**src/rtl/cnb_pkg.sv**
```systemverilog
`timescale 1ns / 1ps
// ----------------------------------------------------------------------------
// cnb_pkg: shared types for the categorical naive Bayes classifier
// Controller states, command and status structs.
// ----------------------------------------------------------------------------
package cnb_pkg;

    localparam int Q_BITS = 17;

    typedef enum logic [3:0] {
        t_ST_IDLE,
        t_ST_CLEAR,
        t_ST_TR_RD,
        t_ST_TR_WR,
        t_ST_CLS,
        t_ST_PRIOR,
        t_ST_FV_RD,
        t_ST_RATIO,
        t_ST_MUL,
        t_ST_CMP,
        t_ST_OUT
    } t_state;

    typedef struct packed {
        logic clr_start;   // begin clear sweep / reset counters
        logic clr_step;    // write zero, advance sweep
        logic tr_capture;  // latch input item
        logic tr_read;     // issue feature count read
        logic tr_write;    // write back incremented counts
        logic pr_start;    // begin predict walk
        logic div_prior;   // start prior division
        logic fv_read;     // read count for current feature
        logic div_ratio;   // start ratio division
        logic mul;         // score *= ratio
        logic cmp;         // compare and advance class
        logic next_feat;   // advance feature
        logic skip_cls;    // advance class without compare
    } t_cmd;

    typedef struct packed {
        logic clr_done;
        logic tr_last;     // last feature of train
        logic cls_zero;    // current class count is zero
        logic cls_last;    // current class is the last one
        logic feat_last;
        logic div_busy;
    } t_sts;

endpackage

```
**src/rtl/cnb_ctrl.sv**
```systemverilog
`timescale 1ns / 1ps
// ----------------------------------------------------------------------------
// cnb_ctrl: controller state machine
// Sequences clear sweep, training updates and the predict walk.
// ----------------------------------------------------------------------------
module cnb_ctrl (
    input  logic          i_clk,
    input  logic          i_rst_n,
    input  logic          i_valid,
    input  logic          i_mode,
    input  logic          i_out_stall,
    input  cnb_pkg::t_sts i_sts,
    output logic          o_stall,
    output logic          o_valid,
    output cnb_pkg::t_cmd o_cmd
);
    import cnb_pkg::*;

    t_state r_state, n_state;

    always_ff @(posedge i_clk) begin
        if (!i_rst_n) r_state <= t_ST_CLEAR;
        else          r_state <= n_state;
    end

    always_comb begin
        n_state = r_state;
        o_cmd   = '0;
        o_stall = 1'b1;
        o_valid = 1'b0;
        unique case (r_state)
            t_ST_CLEAR: begin
                o_cmd.clr_step = 1'b1;
                if (i_sts.clr_done) n_state = t_ST_IDLE;
            end
            t_ST_IDLE: begin
                o_stall = 1'b0;
                if (i_valid) begin
                    o_cmd.tr_capture = 1'b1;
                    if (i_mode) begin
                        o_cmd.pr_start = 1'b1;
                        n_state = t_ST_CLS;
                    end else begin
                        n_state = t_ST_TR_RD;
                    end
                end
            end
            t_ST_TR_RD: begin
                o_cmd.tr_read = 1'b1;
                n_state = t_ST_TR_WR;
            end
            t_ST_TR_WR: begin
                o_cmd.tr_write = 1'b1;
                o_cmd.next_feat = 1'b1;
                n_state = i_sts.tr_last ? t_ST_IDLE : t_ST_TR_RD;
            end
            t_ST_CLS: begin
                if (i_sts.cls_zero) begin
                    o_cmd.skip_cls = 1'b1;
                    if (i_sts.cls_last) n_state = t_ST_OUT;
                end else begin
                    o_cmd.div_prior = 1'b1;
                    n_state = t_ST_PRIOR;
                end
            end
            t_ST_PRIOR: begin
                if (!i_sts.div_busy) begin
                    o_cmd.fv_read = 1'b1;
                    n_state = t_ST_FV_RD;
                end
            end
            t_ST_FV_RD: begin
                o_cmd.div_ratio = 1'b1;
                n_state = t_ST_RATIO;
            end
            t_ST_RATIO: begin
                if (!i_sts.div_busy) n_state = t_ST_MUL;
            end
            t_ST_MUL: begin
                o_cmd.mul = 1'b1;
                o_cmd.next_feat = 1'b1;
                if (i_sts.feat_last) begin
                    n_state = t_ST_CMP;
                end else begin
                    o_cmd.fv_read = 1'b1;
                    n_state = t_ST_FV_RD;
                end
            end
            t_ST_CMP: begin
                o_cmd.cmp = 1'b1;
                n_state = i_sts.cls_last ? t_ST_OUT : t_ST_CLS;
            end
            t_ST_OUT: begin
                o_valid = 1'b1;
                if (!i_out_stall) n_state = t_ST_IDLE;
            end
            default: n_state = t_ST_IDLE;
        endcase
    end
endmodule

```
**config.mk**
```make
export PLATFORM = sky130hd
export DESIGN_NAME = cnb_ctrl
export DESIGN_NICKNAME = d
export VERILOG_FILES = /design/src/rtl/cnb_pkg.sv /design/src/rtl/cnb_ctrl.sv
export SDC_FILE = /design/constraint.sdc
export NUM_CORES = 1
export LEC_CHECK = 0
export BUFFER_PORTS_ARGS = -buffer_cell sky130_fd_sc_hd__buf_2
export CAP_MARGIN = 15
export CORE_AREA = 4 4 41 43
export DETAILED_ROUTE_END_ITERATION = 10
export DIE_AREA = 0 0 45 47
export PLACE_DENSITY = 0.77
export REMOVE_ABC_BUFFERS = 1
export SETUP_SLACK_MARGIN = 0.3
export SKIP_LAST_GASP = 1
export SYNTH_ARGS = -nofsm -noshare
export SYNTH_HDL_FRONTEND = slang
export SYNTH_SLANG_ARGS = --single-unit
export TNS_END_PERCENT = 100
```
**constraint.sdc**
```tcl
create_clock -name i_clk -period 3.6 [get_ports i_clk]
set_input_delay 0.36 -clock i_clk [delete_from_list [all_inputs] [get_ports i_clk]]
set_output_delay 0.36 -clock i_clk [all_outputs]
set_load 0.02 [all_outputs]
```
After elaboration in Yosys (flattened, before gate mapping)
Index checks and enable logic that the tools add are counted.
Widths: inputs -> output; s select.
{"block": "word_totals", "ff_bits": 4, "input_bits": 11, "output_inout_bits": 15}
{"block": "classes", "eq_ne": 16, "muxes": 33, "reduce_logical": 3}
{"op": "$pmux 4 s11", "n": 1}
{"op": "$mux 4", "n": 9}
{"op": "$mux 1", "n": 20}
{"op": "$eq 4x3->1 const B", "n": 4}
{"op": "$eq 4x4->1 const B", "n": 3}
{"op": "$ne 2x2->1 const B", "n": 5}
{"op": "$eq 4x2->1 const B", "n": 2}
{"op": "$reduce_and 6->1", "n": 1}
{"op": "$eq 4x1->1 const B", "n": 1}
{"op": "$logic_not 4->1", "n": 1}
{"op": "$mux 3", "n": 1}
{"op": "$ne 3x3->1 const B", "n": 1}
{"op": "$mux 2", "n": 1}
{"op": "$pmux 1 s2", "n": 1}
{"op": "$reduce_or 2->1", "n": 1}

Longest topological paths before layout
{"block": "depth", "depth_word": 3, "ltp_mapped": 6}

Worst setup path before layout
OpenSTA, ideal clock, no wires.
{"block": "synth_path", "kind": "register -> output", "startpoint": "reg r_state[2]", "endpoint": "out o_cmd[0] (netlist name)", "arrival_ns": 1.336, "setup_slack_ns": 1.904, "path_stages_with_launch": 3, "cell_sequence": "dfxtp_1 or3b_1 nor3b_1"}
{"element": "start: declaration", "line_no": "cnb_ctrl.sv:19", "text": "t_state r_state, n_state;"}
{"element": "start signal: assignment", "line_no": "cnb_ctrl.sv:22", "text": "if (!i_rst_n) r_state <= t_ST_CLEAR;"}
{"element": "start signal: assignment", "line_no": "cnb_ctrl.sv:23", "text": "else r_state <= n_state;"}
{"element": "end: declaration", "line_no": "cnb_ctrl.sv:15", "text": "output cnb_pkg::t_cmd o_cmd"}

==> flow_summary.yaml <==
sta:
  slew_headroom: 0.639
  fmax_ghz: 0.472
  maxSlewViolCount: 0
  tightest_slew_ns: 0.541
  final.period_utilization: 0.588
  tns_ns: 0
  setup-violations-final: 0
  finClkSkew_ns: 0.00135
  rsz0062_at_grt: "no"
  period_needed_ns: 2.12
  hold_violations: 0
power_and_ir_drop:
  vdd_drop_max_v: 0.000168
  power_density_nw_per_um2: 212
  power.total_mw: 0.146
  leakagePower_nw: 0.310
synth:
  synthArstFlopShare: 0
  synth-seq-cells: 4
  yosys.area_share.simple: 0.410
  synth_area_per_cell_um2: 7.65
  synth_compound_area_frac: 0.286
  syn_area_um2: 604
  synthCells: 79
  yosysSeqAreaShare: 0.133
  synth-xor-area-share: 0.0145
  synthAdderAreaFrac: 0
  post_synth_mux_area_share: 0
  yosysWarningCount: 0
  synth_top_family_by_area: "simple AND/OR/NAND/NOR gates"
  synth_edf_count: 0
  synthDistinctLibCells: 44
  synth_ff_type: "dfxtp_1"
global_route:
  grt_first_pass_wirelength_mm: 2.54
  met1_usage: 0.189
  use_met2: 0.297
  grt_pass1_vias: 593
  antenna_found_initial: 0
  met3_usage: 0.0498
  grt_use_total: 0.164
  busiest_layer: "met2"
  grt_max_degree: 18
  overflow: 0
setup_path:
  crit_fanout: 17
  cp_top_family: "flip-flops"
  critPathArrivalTime_ns: 1.76
  end_kind: "primary output"
  slowest_stage: "dfxtp_1"
  start_kind: "flip-flop"
  cp_num_buf_inv: 1
  required_ns: 3.24
  criticalPathCategory: "reg -> out"
  critPathMaxStageDelay_ns: 0.62
  worstPathCellList: "nand2b_1 -> o32a_1 -> nor2_1 -> buf_2"
drt:
  routed_wl_mm: 1.60
  vias: 672
  ant_nets: 0
  drc_errors: 0
  first_iter_violations: 15
  wl_per_cell_um: 14.0
  dr.pass1.iters: 4
  vias_per_cell: 5.89
floorplanning:
  core_um2: 1300
  dieArea_um2: 2120
  die_height_um: 47
  die_w_um: 45
  io_pins: 26
  placementRows: 13
  initial_core_util: 0.464
layout:
  fillers: 133
  largest_register_ffs: 4
  reg.largest.list: "r_state: 4 flops"
  drive_gt1_frac: 0.354
  antenna_cells: 0
  final_cell_mix: "buf_2 (24), nor2_1 (12), nand2_1 (6), inv_1 (4), dfxtp_1 (4)"
  largest-register: "r_state"
  syn_to_final_growth_pct: 14.1
  final_common_cell: "buf_2"
  layout.nets: 112
clocking:
  post-cts-setup-buffers: 0
  cts-resized-gates: 0
  cts_tree: "yes"
  cts.sinks: 4
  clockBufferDepth: 2
  path_clk_slew_ns: 0.04
  ctsRootBufferMaster: "clkbuf_4"
  hold_buffers: 0
  cts_buffers: 3
  clk_latency_ns: 0.23
  cts_htree_levels: 1
placed_design:
  place_congestion: 0.818
  hpwl_mm: 1.23
  port_buffers: 24
job:
  cap_violations: 0
run_status:
  status: "completed"
min_path:
  min_path_type: "in -> reg"
## layer usage
layer	wire length [um]	up-vias	part of all wire
met5	0	-	0
met4	0	0	0
met3	132	0	0.083
met2	817	31	0.51
met1	646	313	0.40
li1	-	328	-
## tightest hold or removal path: stages
cell and delay [ns]:
buf_2 0.12, nand3_1 0.08, o31ai_1 0.06
## cells by family after synthesis
family,count (synthesis)
AO/OA/AOI/OAI,19
XOR/XNOR,1
buffers and inverters,11
flip-flops,4
other,1
AND/OR/NAND/NOR,43
## final cells by class
class,instances,area (um2),share of cell area
clock buffers,3,22.5,0.0327
well taps,15,18.8,0.0272
flip-flops and latches,4,80.1,0.116
inverters,4,15.0,0.0218
repair buffers,24,120,0.174
multi-input cells,64,433,0.628
## cells in the mapped netlist (all sizes together) (2+ instances only)
master / instances / share of area
nor2: 12 / 0.075
nand2: 6 / 0.037
buf: 4 / 0.058
dfxtp: 4 / 0.13
inv: 4 / 0.025
nor3: 4 / 0.041
clkbuf: 3 / 0.068
nand2b: 3 / 0.031
nand3: 3 / 0.025
a211oi: 2 / 0.025
and2: 2 / 0.021
nor3b: 2 / 0.025
o21ai: 2 / 0.017
o22ai: 2 / 0.021
o32ai: 2 / 0.072
## through the flow
step / cell area [um2] / util / hold WS, ns / cells / setup WS, ns
2_1_floorplan: 528 / - / 0.501 / 72 / 1.76
6_report: 689 / 0.530 / 0.422 / 114 / 1.48
4_1_cts: 689 / 0.530 / 0.409 / 114 / 1.48
3_3_place_gp: 667 / 0.513 / 0.643 / 111 / 1.76
3_5_place_dp: 667 / 0.513 / 0.647 / 111 / 1.74
5_1_grt: 689 / 0.530 / 0.422 / 114 / 1.36
## final timing paths
path	from	to	slack [ns]	depth (start not counted)
min	i_rst_n	r_state[3]	0.42	3
max	r_state[3]	o_cmd[5]	1.48	4
max reg2reg	r_state[1]	r_state[2]	1.81	4
min reg2reg	r_state[2]	r_state[2]	0.71	2
## power by group
group | switching, mW | internal, mW
clock | 0.0183 | 0.0373
sequential | 0.00471 | 0.0458
combinational | 0.0233 | 0.0169
No activity file was read; power rests on OpenSTA's default activity.
